--- config.mk ---
export PLATFORM = sky130hd
export DESIGN_NAME = uri_path_percent_decoder_flat
export DESIGN_NICKNAME = d
export VERILOG_FILES = /design/src/sv/upd_pkg.sv /design/src/sv/upd_ifs.sv /design/src/sv/upd_datapath.sv /design/src/sv/upd_ctrl.sv /design/src/sv/uri_path_percent_decoder.sv /design/src/flat_wrapper.sv
export SDC_FILE = /design/constraint.sdc
export NUM_CORES = 1
export LEC_CHECK = 0
export ABC_AREA = 1
export BUFFER_PORTS_ARGS = -buffer_cell sky130_fd_sc_hd__buf_2
export CAP_MARGIN = 10
export CORE_MARGIN = 2
export CORE_UTILIZATION = 60
export CTS_CLUSTER_SIZE = 40
export DETAILED_ROUTE_END_ITERATION = 8
export GPL_ROUTABILITY_DRIVEN = 0
export GPL_TIMING_DRIVEN = 0
export PLACE_DENSITY = 0.74
export SETUP_SLACK_MARGIN = 0.15
export SLEW_MARGIN = 25
export SYNTH_ARGS = -nofsm -noshare
export SYNTH_HDL_FRONTEND = slang
export SYNTH_SLANG_ARGS = --single-unit
--- constraint.sdc ---
create_clock -name clk -period 5.86 [get_ports clk]
set_input_delay 0.293 -clock clk [delete_from_list [all_inputs] [get_ports clk]]
set_output_delay 0.293 -clock clk [all_outputs]
set_load 0.02 [all_outputs]
--- src/sv/upd_pkg.sv ---
// Shared types, constants and helpers of the URI path percent decoder.
// No dependencies; the controller, the datapath, the top level and the checkers import it.
package upd_pkg;

	localparam logic [7:0] CH_PCT    = 8'h25;
	localparam logic [7:0] CH_COLON  = 8'h3A;
	localparam logic [7:0] CH_SLASH  = 8'h2F;
	localparam logic [7:0] CH_BSLASH = 8'h5C;

	localparam logic [63:0] PFX_FILE3 = "file:///";
	localparam logic [55:0] PFX_FILE2 = "file://";
	localparam logic [47:0] PFX_FILE1 = "file:/";

	typedef enum logic [1:0] {
		PP_NONE  = 2'd0,
		PP_PCT   = 2'd1,
		PP_HEX1  = 2'd2,
		PP_FLUSH = 2'd3
	} upd_pp_e;

	typedef enum logic [2:0] {
		CMD_NONE,
		CMD_LOAD,
		CMD_START,
		CMD_BODY,
		CMD_REP,
		CMD_FIN,
		CMD_FIN2,
		CMD_EMPTY
	} upd_cmd_e;

	typedef enum logic [2:0] {
		ST_IDLE,
		ST_START,
		ST_REPLAY,
		ST_BODY,
		ST_FIN,
		ST_FIN2,
		ST_EMPTY
	} upd_state_e;

	typedef struct packed {
		logic ok;
		logic byte_done;
		logic start_end;
		logic k_end;
		logic in_body;
		logic wc_zero;
		logic win_full;
		logic pp_zero;
		logic fin_two;
		logic end_flag;
		logic new_last;
		logic new_end;
	} upd_stat_t;

	function automatic logic is_hex(input logic [7:0] c);
		return (c >= 8'h30 && c <= 8'h39) || (c >= 8'h61 && c <= 8'h66) ||
			(c >= 8'h41 && c <= 8'h46);
	endfunction

	function automatic logic [3:0] hex_val(input logic [7:0] c);
		logic [7:0] v;
		if (c >= 8'h30 && c <= 8'h39) begin
			v = c - 8'h30;
		end else if (c >= 8'h61 && c <= 8'h66) begin
			v = c - 8'h57;
		end else begin
			v = c - 8'h37;
		end
		return v[3:0];
	endfunction

endpackage

--- src/sv/upd_ifs.sv ---
// Stream interfaces of the URI path percent decoder: URI bytes in, path bytes out.
// No dependencies.
interface upd_in_if;
	logic       valid;
	logic       ready;
	logic [7:0] char_in;
	logic       last_in;
	logic       end_only;

	modport source (output valid, char_in, last_in, end_only, input ready);
	modport sink (input valid, char_in, last_in, end_only, output ready);
endinterface

interface upd_out_if;
	logic       valid;
	logic       ready;
	logic [7:0] char_out;
	logic       last_out;
	logic       empty_string;

	modport source (output valid, char_out, last_out, empty_string, input ready);
	modport sink (input valid, char_out, last_out, empty_string, output ready);
endinterface

--- src/sv/upd_datapath.sv ---
// Datapath: prefix window, escape decoding, held path byte and output register.
// Depends on upd_pkg; driven by upd_ctrl through command and status.
module upd_datapath #(
	parameter int unsigned PREFIX_WINDOW = 10
) (
	input  logic              clk,
	input  logic              arst_n,
	input  upd_pkg::upd_cmd_e cmd,
	output upd_pkg::upd_stat_t stat,
	input  logic [7:0]        char_in,
	input  logic              last_in,
	input  logic              end_only,
	input  logic              cfg_we,
	input  logic              cfg_wdata,
	input  logic              out_ready,
	output logic              out_valid,
	output logic [7:0]        char_out,
	output logic              last_out,
	output logic              empty_string
);
	import upd_pkg::*;

	localparam int unsigned CW = $clog2(PREFIX_WINDOW + 1);
	localparam int unsigned IW = $clog2(PREFIX_WINDOW);

	logic [7:0]    win_q [PREFIX_WINDOW];
	logic [CW-1:0] wc_q;
	logic [CW-1:0] k_q;
	logic          body_q;
	upd_pp_e       pp_q;
	logic          held_q;
	logic [7:0]    le_q;
	logic [7:0]    fhd_q;
	logic [7:0]    cur_q;
	logic          last_q;
	logic          end_q;
	logic          wm_q;
	logic          ov_q;
	logic [7:0]    oc_q;
	logic          ol_q;
	logic          oe_q;

	logic [7:0]    ns;
	logic [7:0]    fs;
	logic [7:0]    src;
	logic          hx;
	logic          em;
	logic [7:0]    eb;
	upd_pp_e       pp_n;
	logic          done;
	logic          fhd_ld;
	logic          put;
	logic [7:0]    pc;
	logic          pl;
	logic          pe;
	logic          clr;
	logic          exec;
	logic [63:0]   win8;
	logic [CW-1:0] start_idx;

	assign ns = wm_q ? CH_BSLASH : CH_SLASH;
	assign fs = wm_q ? CH_SLASH : CH_BSLASH;

	assign win8 = {win_q[0], win_q[1], win_q[2], win_q[3],
		win_q[4], win_q[5], win_q[6], win_q[7]};

	always_comb begin
		start_idx = '0;
		priority if (wc_q >= CW'(8) && win8 == PFX_FILE3) begin
			start_idx = (wc_q > CW'(9) && win_q[9] == CH_COLON) ? CW'(8) : CW'(7);
		end else if (wm_q && wc_q >= CW'(7) && win8[63:8] == PFX_FILE2) begin
			start_idx = CW'(5);
		end else if (wc_q >= CW'(6) && win8[63:16] == PFX_FILE1) begin
			start_idx = (wc_q > CW'(7) && win_q[7] == CH_COLON) ? CW'(6) : CW'(5);
		end else begin
			start_idx = '0;
		end
	end

	assign src = (cmd == CMD_REP) ? win_q[k_q[IW-1:0]] : cur_q;
	assign hx  = is_hex(src);

	always_comb begin
		em     = 1'b0;
		eb     = '0;
		pp_n   = pp_q;
		done   = 1'b0;
		fhd_ld = 1'b0;
		put    = 1'b0;
		pc     = '0;
		pl     = 1'b0;
		pe     = 1'b0;
		clr    = 1'b0;
		unique case (cmd)
			CMD_BODY, CMD_REP: begin
				unique case (pp_q)
					PP_PCT: begin
						if (hx) begin
							fhd_ld = 1'b1;
							pp_n   = PP_HEX1;
							done   = 1'b1;
						end else begin
							em   = 1'b1;
							eb   = CH_PCT;
							pp_n = PP_NONE;
						end
					end
					PP_HEX1: begin
						em = 1'b1;
						if (hx) begin
							eb   = {hex_val(fhd_q), hex_val(src)};
							pp_n = PP_NONE;
							done = 1'b1;
						end else begin
							eb   = CH_PCT;
							pp_n = PP_FLUSH;
						end
					end
					PP_FLUSH: begin
						em   = 1'b1;
						eb   = fhd_q;
						pp_n = PP_NONE;
					end
					PP_NONE: begin
						done = 1'b1;
						if (src == CH_PCT) begin
							pp_n = PP_PCT;
						end else begin
							em = 1'b1;
							eb = (src == fs) ? ns : src;
						end
					end
				endcase
			end
			CMD_FIN: begin
				unique case (pp_q)
					PP_PCT: begin
						em   = 1'b1;
						eb   = CH_PCT;
						pp_n = PP_NONE;
					end
					PP_HEX1: begin
						em   = 1'b1;
						eb   = CH_PCT;
						pp_n = PP_FLUSH;
					end
					PP_FLUSH: begin
						em   = 1'b1;
						eb   = fhd_q;
						pp_n = PP_NONE;
					end
					PP_NONE: begin
						put = 1'b1;
						if (held_q && le_q == ns) begin
							pc  = le_q;
							pl  = 1'b1;
							clr = 1'b1;
						end else if (held_q) begin
							pc = le_q;
						end else begin
							pc  = ns;
							pl  = 1'b1;
							clr = 1'b1;
						end
					end
				endcase
			end
			CMD_FIN2: begin
				put = 1'b1;
				pc  = ns;
				pl  = 1'b1;
				clr = 1'b1;
			end
			CMD_EMPTY: begin
				put = 1'b1;
				pl  = 1'b1;
				pe  = 1'b1;
				clr = 1'b1;
			end
			default: ;
		endcase
		if (em && held_q) begin
			put = 1'b1;
			pc  = le_q;
		end
	end

	// a step that pushes a result waits while the output register is full and not taken
	assign exec = !put || !ov_q || out_ready;

	always_comb begin
		stat           = '0;
		stat.ok        = exec;
		stat.byte_done = done;
		stat.start_end = start_idx >= wc_q;
		stat.k_end     = CW'(k_q + 1'b1) >= wc_q;
		stat.in_body   = body_q;
		stat.wc_zero   = wc_q == '0;
		stat.win_full  = CW'(wc_q + 1'b1) >= CW'(PREFIX_WINDOW);
		stat.pp_zero   = pp_q == PP_NONE;
		stat.fin_two   = held_q && le_q != ns;
		stat.end_flag  = last_q || end_q;
		stat.new_last  = last_in;
		stat.new_end   = end_only;
	end

	always_ff @(posedge clk or negedge arst_n) begin
		if (!arst_n) begin
			wc_q   <= '0;
			body_q <= 1'b0;
			pp_q   <= PP_NONE;
			held_q <= 1'b0;
			ov_q   <= 1'b0;
			wm_q   <= 1'b0;
		end else begin
			if (cfg_we) begin
				wm_q <= cfg_wdata;
			end
			if (put && exec) begin
				ov_q <= 1'b1;
			end else if (out_ready) begin
				ov_q <= 1'b0;
			end
			if (cmd == CMD_LOAD && !end_only && !body_q) begin
				wc_q <= CW'(wc_q + 1'b1);
			end
			if (cmd == CMD_START) begin
				body_q <= 1'b1;
			end
			if (exec) begin
				if (clr) begin
					wc_q   <= '0;
					body_q <= 1'b0;
					pp_q   <= PP_NONE;
					held_q <= 1'b0;
				end else begin
					pp_q <= pp_n;
					if (em) begin
						held_q <= 1'b1;
					end
				end
			end
		end
	end

	always_ff @(posedge clk) begin
		if (cmd == CMD_LOAD) begin
			cur_q  <= char_in;
			last_q <= last_in;
			end_q  <= end_only;
			if (!end_only && !body_q) begin
				win_q[wc_q[IW-1:0]] <= char_in;
			end
		end
		if (cmd == CMD_START) begin
			k_q <= start_idx;
		end
		if (exec) begin
			if (fhd_ld) begin
				fhd_q <= src;
			end
			if (em) begin
				le_q <= eb;
			end
			if (cmd == CMD_REP && done) begin
				k_q <= CW'(k_q + 1'b1);
			end
			if (put) begin
				oc_q <= pc;
				ol_q <= pl;
				oe_q <= pe;
			end
		end
	end

	assign out_valid    = ov_q;
	assign char_out     = oc_q;
	assign last_out     = ol_q;
	assign empty_string = oe_q;

endmodule

--- src/sv/upd_ctrl.sv ---
// Controller: sequences accept, prefix replay, body steps and string end.
// Depends on upd_pkg; commands upd_datapath and reads its status.
module upd_ctrl (
	input  logic               clk,
	input  logic               arst_n,
	input  logic               in_valid,
	output logic               in_ready,
	input  upd_pkg::upd_stat_t stat,
	output upd_pkg::upd_cmd_e  cmd
);
	import upd_pkg::*;

	upd_state_e state_q;
	upd_state_e state_n;

	always_ff @(posedge clk or negedge arst_n) begin
		if (!arst_n) begin
			state_q <= ST_IDLE;
		end else begin
			state_q <= state_n;
		end
	end

	always_comb begin
		state_n  = state_q;
		cmd      = CMD_NONE;
		in_ready = 1'b0;
		unique case (state_q)
			ST_IDLE: begin
				in_ready = 1'b1;
				if (in_valid) begin
					cmd = CMD_LOAD;
					if (stat.new_end) begin
						if (!stat.in_body && stat.wc_zero) begin
							state_n = ST_EMPTY;
						end else if (!stat.in_body) begin
							state_n = ST_START;
						end else begin
							state_n = ST_FIN;
						end
					end else if (!stat.in_body) begin
						if (stat.win_full || stat.new_last) begin
							state_n = ST_START;
						end
					end else begin
						state_n = ST_BODY;
					end
				end
			end
			ST_START: begin
				cmd = CMD_START;
				if (!stat.start_end) begin
					state_n = ST_REPLAY;
				end else if (stat.end_flag) begin
					state_n = ST_FIN;
				end else begin
					state_n = ST_IDLE;
				end
			end
			ST_REPLAY: begin
				cmd = CMD_REP;
				if (stat.ok && stat.byte_done && stat.k_end) begin
					state_n = stat.end_flag ? ST_FIN : ST_IDLE;
				end
			end
			ST_BODY: begin
				cmd = CMD_BODY;
				if (stat.ok && stat.byte_done) begin
					state_n = stat.end_flag ? ST_FIN : ST_IDLE;
				end
			end
			ST_FIN: begin
				cmd = CMD_FIN;
				if (stat.ok && stat.pp_zero) begin
					state_n = stat.fin_two ? ST_FIN2 : ST_IDLE;
				end
			end
			ST_FIN2: begin
				cmd = CMD_FIN2;
				if (stat.ok) begin
					state_n = ST_IDLE;
				end
			end
			ST_EMPTY: begin
				cmd = CMD_EMPTY;
				if (stat.ok) begin
					state_n = ST_IDLE;
				end
			end
			default: begin
				state_n = ST_IDLE;
			end
		endcase
	end

endmodule

--- src/sv/uri_path_percent_decoder.sv ---
// Top level of the URI path percent decoder: controller plus datapath.
// Depends on upd_pkg, upd_ifs, upd_ctrl and upd_datapath.
//
//   channel   dir   payload                               handshake
//   uri       in    char_in[8] last_in end_only           valid/ready
//   path      out   char_out[8] last_out empty_string     valid/ready
//   cfg       in    cfg_wdata (windows_mode)              cfg_we, no wait
//
// A prefix byte that does not fill the window is only accepted; a body byte is
// accepted, then decoded in the body state, which stays longer while a broken escape
// is flushed. Filling the window adds the start state plus the replay state for each
// held byte. String end adds the finishing states. Reset clears all control state at once.
// Results leave through one output register; a step that pushes a result
// waits while that register is full and not taken.
module uri_path_percent_decoder #(
	parameter int unsigned PREFIX_WINDOW = 10
) (
	input  logic      clk,
	input  logic      arst_n,
	upd_in_if.sink    uri,
	upd_out_if.source path,
	input  logic      cfg_we,
	input  logic      cfg_wdata
);
	import upd_pkg::*;

	upd_cmd_e  cmd;
	upd_stat_t stat;

	upd_ctrl u_ctrl (
		.clk      (clk),
		.arst_n   (arst_n),
		.in_valid (uri.valid),
		.in_ready (uri.ready),
		.stat     (stat),
		.cmd      (cmd)
	);

	upd_datapath #(
		.PREFIX_WINDOW (PREFIX_WINDOW)
	) u_dp (
		.clk          (clk),
		.arst_n       (arst_n),
		.cmd          (cmd),
		.stat         (stat),
		.char_in      (uri.char_in),
		.last_in      (uri.last_in),
		.end_only     (uri.end_only),
		.cfg_we       (cfg_we),
		.cfg_wdata    (cfg_wdata),
		.out_ready    (path.ready),
		.out_valid    (path.valid),
		.char_out     (path.char_out),
		.last_out     (path.last_out),
		.empty_string (path.empty_string)
	);

endmodule

--- src/flat_wrapper.sv ---
// flat-port wrapper written by rule: the top's interface ports become plain ports
module uri_path_percent_decoder_flat import upd_pkg::*;
#(
	parameter int unsigned PREFIX_WINDOW = 10
)
  (clk, arst_n, cfg_we, cfg_wdata, uri_valid, uri_char_in, uri_last_in, uri_end_only, uri_ready, path_valid, path_char_out, path_last_out, path_empty_string, path_ready);
  upd_in_if uri_i ();
  upd_out_if path_i ();
  input  logic clk;
  input  logic arst_n;
  input  logic cfg_we;
  input  logic cfg_wdata;
  input wire logic [$bits(uri_i.valid)-1:0] uri_valid;
  input wire logic [$bits(uri_i.char_in)-1:0] uri_char_in;
  input wire logic [$bits(uri_i.last_in)-1:0] uri_last_in;
  input wire logic [$bits(uri_i.end_only)-1:0] uri_end_only;
  output wire logic [$bits(uri_i.ready)-1:0] uri_ready;
  output wire logic [$bits(path_i.valid)-1:0] path_valid;
  output wire logic [$bits(path_i.char_out)-1:0] path_char_out;
  output wire logic [$bits(path_i.last_out)-1:0] path_last_out;
  output wire logic [$bits(path_i.empty_string)-1:0] path_empty_string;
  input wire logic [$bits(path_i.ready)-1:0] path_ready;
  assign uri_i.valid = uri_valid;
  assign uri_i.char_in = uri_char_in;
  assign uri_i.last_in = uri_last_in;
  assign uri_i.end_only = uri_end_only;
  assign uri_ready = uri_i.ready;
  assign path_valid = path_i.valid;
  assign path_char_out = path_i.char_out;
  assign path_last_out = path_i.last_out;
  assign path_empty_string = path_i.empty_string;
  assign path_i.ready = path_ready;
  uri_path_percent_decoder #(.PREFIX_WINDOW(PREFIX_WINDOW)) u_core (.clk(clk), .arst_n(arst_n), .uri(uri_i), .path(path_i), .cfg_we(cfg_we), .cfg_wdata(cfg_wdata));
endmodule
Word-level counts from Yosys, hierarchy flattened
Memories as Yosys holds them, arrays and structs flattened. A register that Yosys moved wholly into a read port is not among the register bits.
Index checks and enable logic that the tools add are counted.
{"block": "op_classes", "add_sub_neg": 8, "magnitude_cmp": 18, "n_eq_ne": 33, "muxes": 82, "n_reduce_logical": 52}
{"operator": "== test 64 x 63 -> 1 bit, second input constant", "count": 1}
{"operator": "two-way mux 8 bit", "count": 8}
{"operator": "== test 56 x 55 -> 1 bit, second input constant", "count": 1}
{"operator": "== test 48 x 47 -> 1 bit, second input constant", "count": 1}
{"operator": "two-way mux 4 bit", "count": 12}
{"operator": "case mux 8 bit (2 select lines)", "count": 3}
{"operator": "two-way mux 3 bit", "count": 15}
{"operator": "case mux 8 bit (4 select lines)", "count": 1}
{"operator": "two-way mux 1 bit", "count": 25}
{"operator": "== test 8 x 6 -> 1 bit, second input constant", "count": 3}
{"operator": "greater-or-equal comparator 8 x 7 -> 1 bit, second input constant", "count": 3}
{"operator": "less-or-equal comparator 8 x 7 -> 1 bit, second input constant", "count": 3}
{"operator": "logical AND 1 bit", "count": 23}
{"operator": "== test 3 bit, second input constant", "count": 7}
{"operator": "case mux 3 bit (7 select lines)", "count": 1}
{"operator": "case mux 3 bit (6 select lines)", "count": 1}
{"operator": "greater-or-equal comparator 8 x 6 -> 1 bit, second input constant", "count": 2}
{"operator": "less-or-equal comparator 8 x 6 -> 1 bit, second input constant", "count": 2}
{"operator": "subtractor 4 x 3 -> 4 bit, second input constant", "count": 4}
{"operator": "two-way mux 7 bit", "count": 2}
{"operator": "== test 3 x 2 -> 1 bit, second input constant", "count": 4}
{"operator": "OR reduction 2 bit", "count": 6}
{"operator": "two-way mux 2 bit", "count": 5}
{"operator": "adder 4 x 1 -> 4 bit, second input constant", "count": 2}
{"operator": "32 further kinds", "count": 58}
{"block": "word_totals", "register_bits": 53, "ram_bits": 80, "out_inout_bits": 12, "mem_count": 1}
{"name": "u_core.u_dp.win_q", "depth": 10, "word_bits": 8, "rd": 10, "rd_ports_with_merged_regs": 1, "write_ports": 1, "line": "upd_datapath.sv:26", "text": "logic [7:0] win_q [PREFIX_WINDOW];"}

Longest topological paths before layout
Gate-level depths: netlist (run 1).
{"block": "logic_depth", "depth_word": 20, "ltp_mapped": 26, "mapped_depth_nobuf": 23}

By module
Synthesis (run 1) repeated with hierarchy kept, for this count alone.
{"block": "unflattened", "hier_cells": 1036, "area_unflattened_um2": 9614.2}
{"mod": "upd_datapath", "n_inst": 1, "cells_each": 970, "area_per_inst_um2": 9220.1}
{"mod": "upd_ctrl", "n_inst": 1, "cells_each": 66, "area_per_inst_um2": 394.1}

Least setup slack after synthesis (run 1)
OpenSTA, ideal clock, no wires.
{"block": "synth_timing", "path_kind": "register -> register", "from": "reg u_core.u_dp.k_q[0] (netlist name)", "to": "reg u_core.u_dp.oc_q[0] (netlist: u_core.u_dp.char_out[0]), enable pin", "setup_time_ns": 0.376, "t_arrival_ns": 2.761, "required_time_ns": 5.484, "path_slack_ns": 2.723, "path_stages_with_launch": 23, "n_path_buf": 3, "cell_sequence": "dfxtp_1 -> buf_6 -> inv_4 -> buf_6 -> buf_6 -> o211ai_1 -> nand2_1 -> o211ai_1 -> nand3_1 -> nand2_2 -> inv_2 -> ha_1 -> nor2_1 -> nand3_1 -> nand2_1 -> a21oi_2 -> nand3_2 -> nand3_2 -> nand2_2 -> nand2_2 -> nand2_4 -> inv_1 -> nor2_1"}
{"element": "end signal: assignment", "line": "upd_datapath.sv:269", "text": "oc_q <= pc;"}
{"element": "end: declaration", "line": "upd_datapath.sv:39", "text": "logic [7:0] oc_q;"}

==> summary.txt, run 1 <==
Global routing
  • Largest net degree at the start of global routing: 19
  • Global route total overflow: 0
  • First-pass GRT wire length: between 30 and 40 mm
  • Antenna violations before repair: 0
  • Overall Global Routing Usage: between 20% and 30%
  • Vias in the first global route: approximately 6300

Clock network
  • H-Tree Depth: 4
  • Clock transition at path regs: 70 ps
  • Clk Tree Root Cell: clkbuf_16
  • Clock Tree Buf Depth: 2
  • Skew-Pair Late Insertion Delay: 440 ps
  • Num CTS Buffers: 17
  • CTS resizes: 0
  • CTS tree: built
  • # clock sinks: between 150 and 200

Power
  • Worst vdd ir: roughly 0.00027 V
  • Final Power: between 0.004 and 0.005 W
  • LEAKAGE: approximately 4.2 nW
  • Power density cells: a little under 500 nW/um^2

Worst setup path
  • Setup crit end kind: register
  • Slowest stage delay, CP: approximately 600 ps
  • Most used cell, CP: nand2_1
  • Top cell family by delay on the critical path: simple AND/OR/NAND/NOR gates
  • Required @ worst endpoint: slightly below 6000 ps
  • CP arrival: roughly 4000 ps
  • CP max FO: 10
  • Crit-path slowest cell: nor2_1
  • Setup Crit Path Kind: reg2reg
  • Cell chain of the critical path: buf_6, buf_2, nand2_1, nand3_1, nand3_1, nand3b_1, nand3_1, nand2_2, inv_1, ha_1, nand3b_1, nand2_1, nand2_1, nand2_1, nand2_1, nand3_2, nand3_2, nand2_2, nand2_2, nand2_4, inv_1, nor2_1
  • WP buf/inv: 4
  • Worst Setup Start Kind: register

STA
  • Minimum clock period: 3920 ps
  • Rel. slew slack: between 20 and 30%
  • Max Freq: 255 MHz
  • Clk_skew: a little over 10 ps
  • Final-report setup violation count: 0
  • RSZ-0062 raised after global routing: false
  • Final hold vios: 0
  • Setup WS post-layout: 1940 ps
  • WHS: between 40 and 50 ps
  • Final worst-path cycle share: approximately two thirds
  • Max-slew violation count: 0
  • Transition time of the tightest slew-check pin: about 1100 ps
  • Post-route setup TNS: 0 ps

Placed design
  • Placement Setup Slack: approximately 2000 ps
  • DPL Wire Length: 16.2 mm
  • Port bufs: 27
  • Placed cell count: about 1200

Synthesis
  • Syn Area/Cell: 9.77 sq um
  • Distinct cell type count of the synthesized netlist: 46
  • YS warnings: 0
  • FF+latch count, synth: ~180
  • Seq/Total Area, Yosys: 57.7%
  • Gate count of the mapped netlist: 946
  • Synth Flop Type: edfxtp_1
  • Mapped Nets: just under 1000
  • Cell area after synthesis: approximately 9200 sq um
  • EDFF count, synth: roughly 160
  • Async set-or-reset flop fraction in the synthesized netlist: under 10%

Route
  • Routed Antenna Nets: 0
  • Drt drc: 0
  • Detailed-route via count: between 7000 and 8000
  • Drt wl/cell: approximately 19 um
  • Via/cell ratio: ~5.9
  • Drt pass-1 iters: 5
  • DRT iter0 DRCs: between 900 and 1000
  • Routed WL: about 23 mm

Final layout
  • Area delta synth->final: 10.6%
  • # diodes: 0
  • Layout Nets: 1036
  • Commonest non-fill, non-tap cell in the layout: nand2_1
  • Final std cells w/o fill: 1194
  • Share of cells above drive strength 1: 12.9%
  • Most frequent cells in the layout: nand2_1, edfxtp_1, inv_1

Floorplan
  • Core ar.: between 15000 and 20000 sq um
  • Total die area: ~16000 sq um
  • Die width: 128 um
  • Rows: 45
  • Num ports: 28
  • Initial Utilization: about three fifths
  • Die Y: 128 um

Min path
  • Worst Hold Class: in2reg

Flow run
  • Max-cap violations: 0

Outcome
  • Outcome: complete, no violations
## power by group
part / internal (W) / leakage, nW / switching (W)
registers: 0.00159 / 1.68 / 0.0000925
clock network: 0.000607 / 0.288 / 0.000536
logic: 0.000674 / 2.21 / 0.00142
total: 0.00288 / 4.18 / 0.00204
## worst paths after layout
check,endpoint,start,depth (start not counted),slack [ps]
max in group asynchronous,u_core.u_dp.body_q,arst_n,2,5350
worst min register to register,u_core.u_ctrl.state_q[1],u_core.u_ctrl.state_q[1],2,540
min in group asynchronous,u_core.u_dp.wm_q,arst_n,2,280
worst max register to register,u_core.u_dp.char_out[2],u_core.u_dp.k_q[0],22,1940
worst max-delay path,u_core.u_dp.char_out[2],u_core.u_dp.k_q[0],22,1940
worst min-delay path,u_core.u_dp.last_q,uri_last_in,1,40
## stage by stage
step	instance area (sq um)	util, %
floorplan	9240	-
CTS	10200	67.4
global route	10200	67.4
finish	10200	67.4
global placement	9610	63.4
detailed placement	9610	63.4
## registers in the layout, indices dropped and copies added, names as in the netlist, 3 cells and up
register and count:
u_core.u_ctrl.state_q 3, u_core.u_dp.char_out 8, u_core.u_dp.cur_q 8, u_core.u_dp.fhd_q 8, u_core.u_dp.k_q 4, u_core.u_dp.le_q 8
u_core.u_dp.wc_q 4, u_core.u_dp.win_q 128
## layout make-up
| type | count | area, sq um |
|---|---|---|
| sequential | 181 | 5330 |
| fill | 1151 | 4930 |
| multi-input combinational | 625 | 3280 |
| inverter | 114 | 435 |
| clock buffer | 17 | 425 |
| tap | 188 | 235 |
| buffer | 26 | 200 |
| clock inverter | 15 | 165 |
| timing repair buffer | 28 | 145 |
## cells in the mapped netlist (4+ instances only)
cell type  number  area [sq um]
a21oi_1        51           255
a31oi_1         7          43.8
buf_2           7          35.0
buf_4           7          52.6
buf_6           9           101
dfrtp_1        13           325
dfxtp_1         4          80.1
edfxtp_1      164          4920
ha_1           27           338
inv_1         102           383
inv_2           7          26.3
nand2_1       248           931
nand2_2        13          81.3
nand2_4         4          45.0
nand3_1        67           335
nand3_2         5          50.1
nand4_1        21           131
nor2_1         63           236
nor3_1         10          50.1
nor4_1          6          37.5
o211ai_1       16           120
o21ai_0        36           180
o21ai_1        13          65.1
xor2_1          4          35.0
## metal layers
metal / vias to the layer above / routed length, um / global-route usage (%)
met5: - / 0 / 0
met4: 0 / 588 / 9.89
met3: 48 / 2140 / 7.01
met2: 326 / 10600 / 44.9
met1: 3334 / 9460 / 40.8
li1: 3342 / - / -
## cells by family after synthesis
logic type / count (synthesis) / synth area share (%)
simple gates: 449 / 22.1
xor+xnor: 5 / 0.474
buf+inv: 140 / 6.88
mux: 3 / 0.325
flops: 181 / 57.7
fa+ha+maj: 27 / 3.66
compound gates: 141 / 8.90
## what timing repair did
item / in CTS / in global routing
hold buffers: 1 / 0
hold endpoints to repair: 13 / 0
buffers inserted: 0 / 0
(Power assumes the default switching activity.)
==> inputs of run 2 (changes only) <==
- clock period: 5.86 -> 3.65 ns (I/O delays scaled with it)
==> summary.txt, run 2 (synthesis results as in run 1) <==
Worst setup path
  • Most used cell, CP: nand2_4 (was nand2_1)
  • CP max FO: 8 (was 10)
  • Crit-path slowest cell: dfxtp_4 (was nor2_1)
  • CP arrival: 3550 ps (was 3990 ps)
  • Setup Crit Path Kind: reg2reg (unchanged)
  • Required @ worst endpoint: 3790 ps (was 5920 ps)
  • Cell chain of the critical path: buf_8, inv_6, buf_8, clkbuf_16, o211ai_1, nand2_1, o211ai_1, nand3_1, nand2_4, inv_2, ha_1, inv_1, nor2_1, nand3_1, nand2_1, a21oi_2, nand3_2, nand3_2, nand2_2, nand2_4, nand2_4, nand2_8, nand2_2, clkinvlp_4 (was buf_6, buf_2, nand2_1, nand3_1, nand3_1, nand3b_1, nand3_1, nand2_2, inv_1, ha_1, nand3b_1, nand2_1, nand2_1, nand2_1, nand2_1, nand3_2, nand3_2, nand2_2, nand2_2, nand2_4, inv_1, nor2_1)
  • Worst Setup Start Kind: register (unchanged)
  • FF-to-FF path depth: 24 (was 22)
  • Setup crit end kind: register (unchanged)
  • Slowest stage delay, CP: 380 ps (was 610 ps)

Final layout
  • Register Area: 5330 sq um (about the same)
  • Most frequent cells in the layout: nand2_1, edfxtp_1, inv_1 (unchanged)
  • Commonest non-fill, non-tap cell in the layout: nand2_1 (unchanged)
  • # diodes: 0 (unchanged)
  • Fillers: 1125 (was 1151)
  • Share of cells above drive strength 1: 15.9% (was 12.9%)
  • Layout Nets: 1053 (was 1036)
  • Max reg flops: 128 (unchanged)
  • Multi-input combinational cell area: 3350 sq um (was 3280 sq um)
  • Area delta synth->final: 13.7% (was 10.6%)

Global routing
  • Largest net degree at the start of global routing: 19 (unchanged)
  • Gr busiest metal: met2 (unchanged)
  • First-pass GRT wire length: 35.5 mm (was 35.1 mm)
  • GR Layer Usage met3: 7.22% (was 7.01%)
  • Global route total overflow: 0 (unchanged)
  • Overall Global Routing Usage: 29.3% (was 29.1%)
  • Vias in the first global route: 6413 (was 6339)
  • Met1 Usage GRT: 40.9% (was 40.8%)
  • Antenna violations before repair: 0 (unchanged)
  • Met2 usage: 45.7% (was 44.9%)

Floorplan
  • Die width: 128 um (unchanged)
  • Core ar.: 15100 sq um (unchanged)
  • Num ports: 28 (unchanged)
  • Die Y: 128 um (unchanged)
  • Initial Utilization: 61.0% (unchanged)
  • Total die area: 16400 sq um (unchanged)
  • Rows: 45 (unchanged)

Placed design
  • DPL Wire Length: 16.2 mm (unchanged)
  • Port bufs: 27 (unchanged)
  • Placement Setup Slack: -235 ps (was 1980 ps)

Clock network
  • H-Tree Depth: 4 (unchanged)
  • # clock sinks: 181 (unchanged)
  • CTS tree: built (unchanged)
  • Clock transition at path regs: 70 ps (about the same)
  • Clock Tree Buf Depth: 2 (unchanged)
  • Skew-Pair Late Insertion Delay: 440 ps (about the same)
  • Num CTS Buffers: 17 (unchanged)
  • Clk Tree Root Cell: clkbuf_16 (unchanged)

Power
  • LEAKAGE: 4.27 nW (was 4.18 nW)
  • Worst vdd ir: 0.000434 V (was 0.000273 V)
  • Final Power: 0.00821 W (was 0.00492 W)
  • Power density cells: 781 nW/um^2 (was 482 nW/um^2)

Route
  • Drt wl/cell: 19.6 um (was 19.1 um)
  • Drt drc: 0 (unchanged)
  • Routed Antenna Nets: 0 (unchanged)
  • Detailed-route via count: 7189 (was 7050)
  • DRT iter0 DRCs: 870 (was 919)
  • Via/cell ratio: 5.94 (was 5.90)
  • Drt pass-1 iters: 6 (was 5)
  • Routed WL: 23.7 mm (was 22.8 mm)

STA
  • Final-report setup violation count: 0 (unchanged)
  • Final worst-path cycle share: 93.4% (was 66.9%)
  • RSZ-0062 raised after global routing: true (was false)
  • Max Freq: 293 MHz (was 255 MHz)
  • Final hold vios: 0 (unchanged)
  • Minimum clock period: 3410 ps (was 3920 ps)
  • Clk_skew: 10.8 ps (was 10.3 ps)
  • Rel. slew slack: 47.6% (was 27.8%)
  • Transition time of the tightest slew-check pin: 780 ps (was 1080 ps)
  • Max-slew violation count: 0 (unchanged)
  • Setup WS post-layout: 243 ps (was 1940 ps)

Min path
  • Worst Hold Class: in2reg (unchanged)
  • Worst hold stages: 1 (unchanged)

Outcome
  • Outcome: complete, no violations (unchanged)

Flow run
  • Max-cap violations: 0 (unchanged)
[run 2: cell types whose count changed in the layout (fill, tap and decap cells not counted), moves of 2 or more]
cell,delta
dlygate4sd3_1,+5
buf_12,+3
inv_1,-2
nand2_2,-3
nor2_1,-14
buf_2,-2
nor2_2,+13
clkinvlp_4,+2
buf_4,+10
buf_8,+3
buf_6,-4
nand2_4,+3
[run 2: path summary, 6_finish.rpt]
check	from	end	slack, ps
max in group asynchronous	arst_n	u_core.u_dp.wc_q[0]	3240
min reg2reg	u_core.u_ctrl.state_q[1]	u_core.u_ctrl.state_q[1]	550
min in group asynchronous	arst_n	u_core.u_dp.wm_q	170
min	uri_char_in[2]	u_core.u_dp.win_q[8][2]	150
max	u_core.u_dp.k_q[0]	u_core.u_dp.le_q[4]	240
max reg2reg	u_core.u_dp.k_q[0]	u_core.u_dp.le_q[4]	240
[run 2: metrics by stage]
| stage | setup TNS (ps) | cell area (sq um) | hold slack (ps) | utilization [%] | cells |
|---|---|---|---|---|---|
| 2_1_floorplan | 0 | 9240 | -113 | - | 946 |
| 3_3_place_gp | -1550 | 9610 | 91.5 | 63.4 | 1161 |
| 6_report | 0 | 10500 | 150 | 69.4 | 1211 |
| 4_1_cts | 0 | 10300 | 125 | 68.0 | 1200 |
| 5_1_grt | 0 | 10500 | 163 | 69.4 | 1211 |
| 3_5_place_dp | -2590 | 9610 | 95.5 | 63.4 | 1161 |
[run 2: area by class of cell]
type                            count  area share, %
Sequential cell                   181           50.8
Multi-Input combinational cell    625           31.9
Inverter                          114           4.25
Clock buffer                       17           4.05
Timing Repair Buffer               45           3.00
Buffer                             26           2.26
Tap cell                          188           2.24
Clock inverter                     15           1.57
[run 2: metal layers]
metal	up-vias	part of all wire (%)
li1	3367	-
met1	3416	41
met3	35	10
met5	-	0
met2	371	48
met4	0	1.7
[run 2: worst max-delay path: cells and delay by family, from the launching register on]
kind / cells / cell delay [ps]
DFF: 1 / 380
and+or+nand+nor: 13 / 1260
AOI/OAI and AO/OA: 3 / 480
adders and majority gates: 1 / 200
buffers and inverters: 7 / 760
[run 2: power by group]
group	total, W	switching, W	internal (W)
Combinational	0.00365	0.00240	0.00126
Clock	0.00184	0.000865	0.000974
Sequential	0.00271	0.000153	0.00256
[run 2: repair_timing]
action / CTS / global route
endpoints found under the setup margin: 74 / 105
hold endpoints to repair: 17 / 0
pin swaps: 1 / 6
resized for setup: 9 / 29
gates cloned: 0 / 1
hold buffers: 6 / 0
setup buffers: 1 / 10
==> inputs of run 3 (changes only) <==
- CORE_ASPECT_RATIO: default -> 0.8
- SYNTH_HIERARCHICAL: default -> 1
==> summary.txt, run 3 <==
Synthesis
  • Mapped Nets: 1079 (was 989)
  • Async set-or-reset flop fraction in the synthesized netlist: 7.18% (unchanged)
  • Synth top cells by count: nand2_1, edfxtp_1, nand3_1 (was nand2_1, edfxtp_1, inv_1)
  • Most common cell in the netlist: nand2_1 (unchanged)
  • Synth area leader: edfxtp_1 (unchanged)
  • FF+latch count, synth: 181 (unchanged)
  • Seq/Total Area, Yosys: 55.4% (was 57.7%)
  • Distinct cell type count of the synthesized netlist: 45 (was 46)
  • Cell area after synthesis: 9610 sq um (was 9240 sq um)
  • Syn Area/Cell: 9.28 sq um (was 9.77 sq um)
  • Share of the synthesized area in the top cell type: 51.2% (was 53.3%)
  • Gate count of the mapped netlist: 1036 (was 946)
  • Synth area leaders: edfxtp_1, nand2_1, nand3_1, ha_1, dfrtp_1 (was edfxtp_1, nand2_1, inv_1, ha_1, nand3_1)
  • Synth Flop Type: edfxtp_1 (unchanged)
  • EDFF count, synth: 164 (unchanged)
  • YS warnings: 6 (was 0)

Clock network
  • Num CTS Buffers: 17 (unchanged)
  • Clock Tree Buf Depth: 2 (unchanged)
  • H-Tree Depth: 4 (unchanged)
  • Clock transition at path regs: 70 ps (about the same)
  • Clk Tree Root Cell: clkbuf_16 (unchanged)
  • # clock sinks: 181 (unchanged)
  • CTS tree: built (unchanged)
  • Skew-Pair Late Insertion Delay: 440 ps (about the same)

Worst setup path
  • Setup Crit Path Kind: reg2reg (unchanged)
  • Most used cell, CP: nand2_4 (unchanged)
  • Crit-path slowest cell: dfrtp_2 (was dfxtp_4)
  • CP arrival: 4110 ps (was 3550 ps)
  • Top cell family by delay on the critical path: simple AND/OR/NAND/NOR gates (unchanged)
  • CP max FO: 5 (was 8)
  • Required @ worst endpoint: 3980 ps (was 3790 ps)
  • Setup crit end kind: register (unchanged)
  • Worst Setup Start Kind: register (unchanged)
  • Slowest stage delay, CP: 440 ps (was 380 ps)
  • WP buf/inv: 5 (was 7)

Final layout
  • Final Core Density: 71.8% (was 69.4%)
  • Max reg flops: 128 (unchanged)
  • Most frequent cells in the layout: nand2_1, edfxtp_1, nand3_1 (was nand2_1, edfxtp_1, inv_1)
  • Share of cells above drive strength 1: 20.2% (was 15.9%)
  • Commonest non-fill, non-tap cell in the layout: nand2_1 (unchanged)
  • Layout Nets: 1156 (was 1053)
  • # diodes: 0 (unchanged)
  • Area delta synth->final: 17.6% (was 13.7%)

STA
  • Max Freq: 265 MHz (was 293 MHz)
  • Max-slew violation count: 0 (unchanged)
  • Final-report setup violation count: 14 (was 0)
  • Rel. slew slack: 31.4% (was 47.6%)
  • Final worst-path cycle share: 103% (was 93.4%)
  • Clk_skew: 10.1 ps (was 10.8 ps)
  • Final hold vios: 0 (unchanged)
  • Minimum clock period: 3770 ps (was 3410 ps)
  • Transition time of the tightest slew-check pin: 1020 ps (was 780 ps)
  • Setup WS post-layout: -123 ps (was 243 ps)
  • Post-route setup TNS: -724 ps (was 0 ps)
  • RSZ-0062 raised after global routing: true (unchanged)

Route
  • Metal2 WL: 11.6 mm (was 11.3 mm)
  • Met3 wire length: 3.16 mm (was 2.38 mm)
  • Met1 WL: 11.4 mm (was 9.65 mm)
  • Via/cell ratio: 6.01 (was 5.94)
  • DRT iter0 DRCs: 1280 (was 870)
  • Detailed-route via count: 8059 (was 7189)
  • Drt wl/cell: 19.9 um (was 19.6 um)
  • Drt pass-1 iters: 7 (was 6)
  • Top sig layer: met4 (unchanged)
  • Routed WL: 26.7 mm (was 23.7 mm)
  • Routed Antenna Nets: 0 (unchanged)
  • Drt drc: 0 (unchanged)

Placed design
  • Port bufs: 27 (unchanged)
  • DPL Wire Length: 17.8 mm (was 16.2 mm)

Global routing
  • Overall Global Routing Usage: 31.0% (was 29.3%)
  • Vias in the first global route: 7112 (was 6413)
  • Global route total overflow: 0 (unchanged)
  • Largest net degree at the start of global routing: 19 (unchanged)
  • First-pass GRT wire length: 39.2 mm (was 35.5 mm)
  • Antenna violations before repair: 0 (unchanged)

Min path
  • Worst Hold Class: in2reg (unchanged)

Floorplan
  • Initial Utilization: 61.0% (about the same)
  • Num ports: 28 (unchanged)
  • Die width: 146 um (was 128 um)
  • Total die area: 17100 sq um (was 16400 sq um)
  • Core ar.: 15700 sq um (was 15100 sq um)
  • Die Y: 117 um (was 128 um)
  • Rows: 41 (was 45)

Power
  • Power density cells: 870 nW/um^2 (was 781 nW/um^2)
  • LEAKAGE: 4.68 nW (was 4.27 nW)
  • Worst vdd ir: 0.000582 V (was 0.000434 V)

Outcome
  • Failing checks: negative setup slack
  • Outcome: finished with violations (was complete, no violations)

Flow run
  • Max-cap violations: 0 (unchanged)
[run 3: changes by cell type after synthesis, sizes merged, moves of 3 or more]
cell / change
buf: +12
nand4: -8
nand3: +47
or2: +4
xor2: +6
o211ai: -4
nor3: +4
a21oi: -16
nand2: +60
inv: -22
a211oi: +3
nor2: +13
o21ai: -9
[run 3: cell type report]
class,count,area [sq um]
fill,1137,4440
timing repair buffer,58,409
tap,215,269
clock inverter,15,178
sequential,181,5330
buffer,38,302
multi-input combinational,724,4030
inverter,93,369
clock buffer,17,425
[run 3: worst paths after layout]
path / end / cells past startpoint / start / slack [ps]
max: u_core/u_ctrl/state_q[1] / 29 / u_core/u_ctrl/state_q[1] / -120
min: u_core/u_dp/win_q[14][1] / 1 / uri_char_in[1] / 160
max reg2reg: u_core/u_ctrl/state_q[1] / 29 / u_core/u_ctrl/state_q[1] / -120
min reg2reg: u_core/u_dp/pp_q[0] / 2 / u_core/u_dp/pp_q[0] / 580
max in group asynchronous: u_core/u_ctrl/state_q[1] / 2 / arst_n / 3180
min in group asynchronous: u_core/u_ctrl/state_q[0] / 2 / arst_n / 190
[run 3: stage by stage]
step,instance area [sq um],total power (W),hold slack [ps],instances,worst slack [ps]
finish,11300,0.00984,159,1341,-123
CTS,11000,0.00922,148,1333,34.1
global route,11300,0.0104,160,1341,-303
detailed placement,10100,0.00697,102,1279,-442
floorplan,9700,0.00588,-113,1036,158
global placement,10100,0.00691,103,1278,-410
[run 3: kinds of logic after synthesis]
group | synth area share, %
adder cells (fa/ha/maj) | 3.51
AO/OA/AOI/OAI | 6.81
multiplexers | 0.104
AND/OR/NAND/NOR | 26.6
flip-flops | 55.4
XOR/XNOR | 1.00
buffers and inverters | 6.52
[run 3: timing repair]
action,4_1_cts,5_1_grt
setup endpoints to repair,43,99
pin swaps,22,28
gates resized for setup,24,53
endpoints found under the hold margin,16,0
setup buffers,17,8
hold buffers,5,0
[run 3: layer usage]
metal  vias to the layer above  GRT usage, %
met1                      3824          45.9
met5                         -             0
met2                       509          45.5
li1                       3675             -
met3                        51          7.60
met4                         0          10.3
[run 3: report_power, final]
part           total, W  internal [W]  switching, W
clock           0.00190       0.00104      0.000862
combinational   0.00509       0.00174       0.00334
sequential      0.00285       0.00267      0.000179
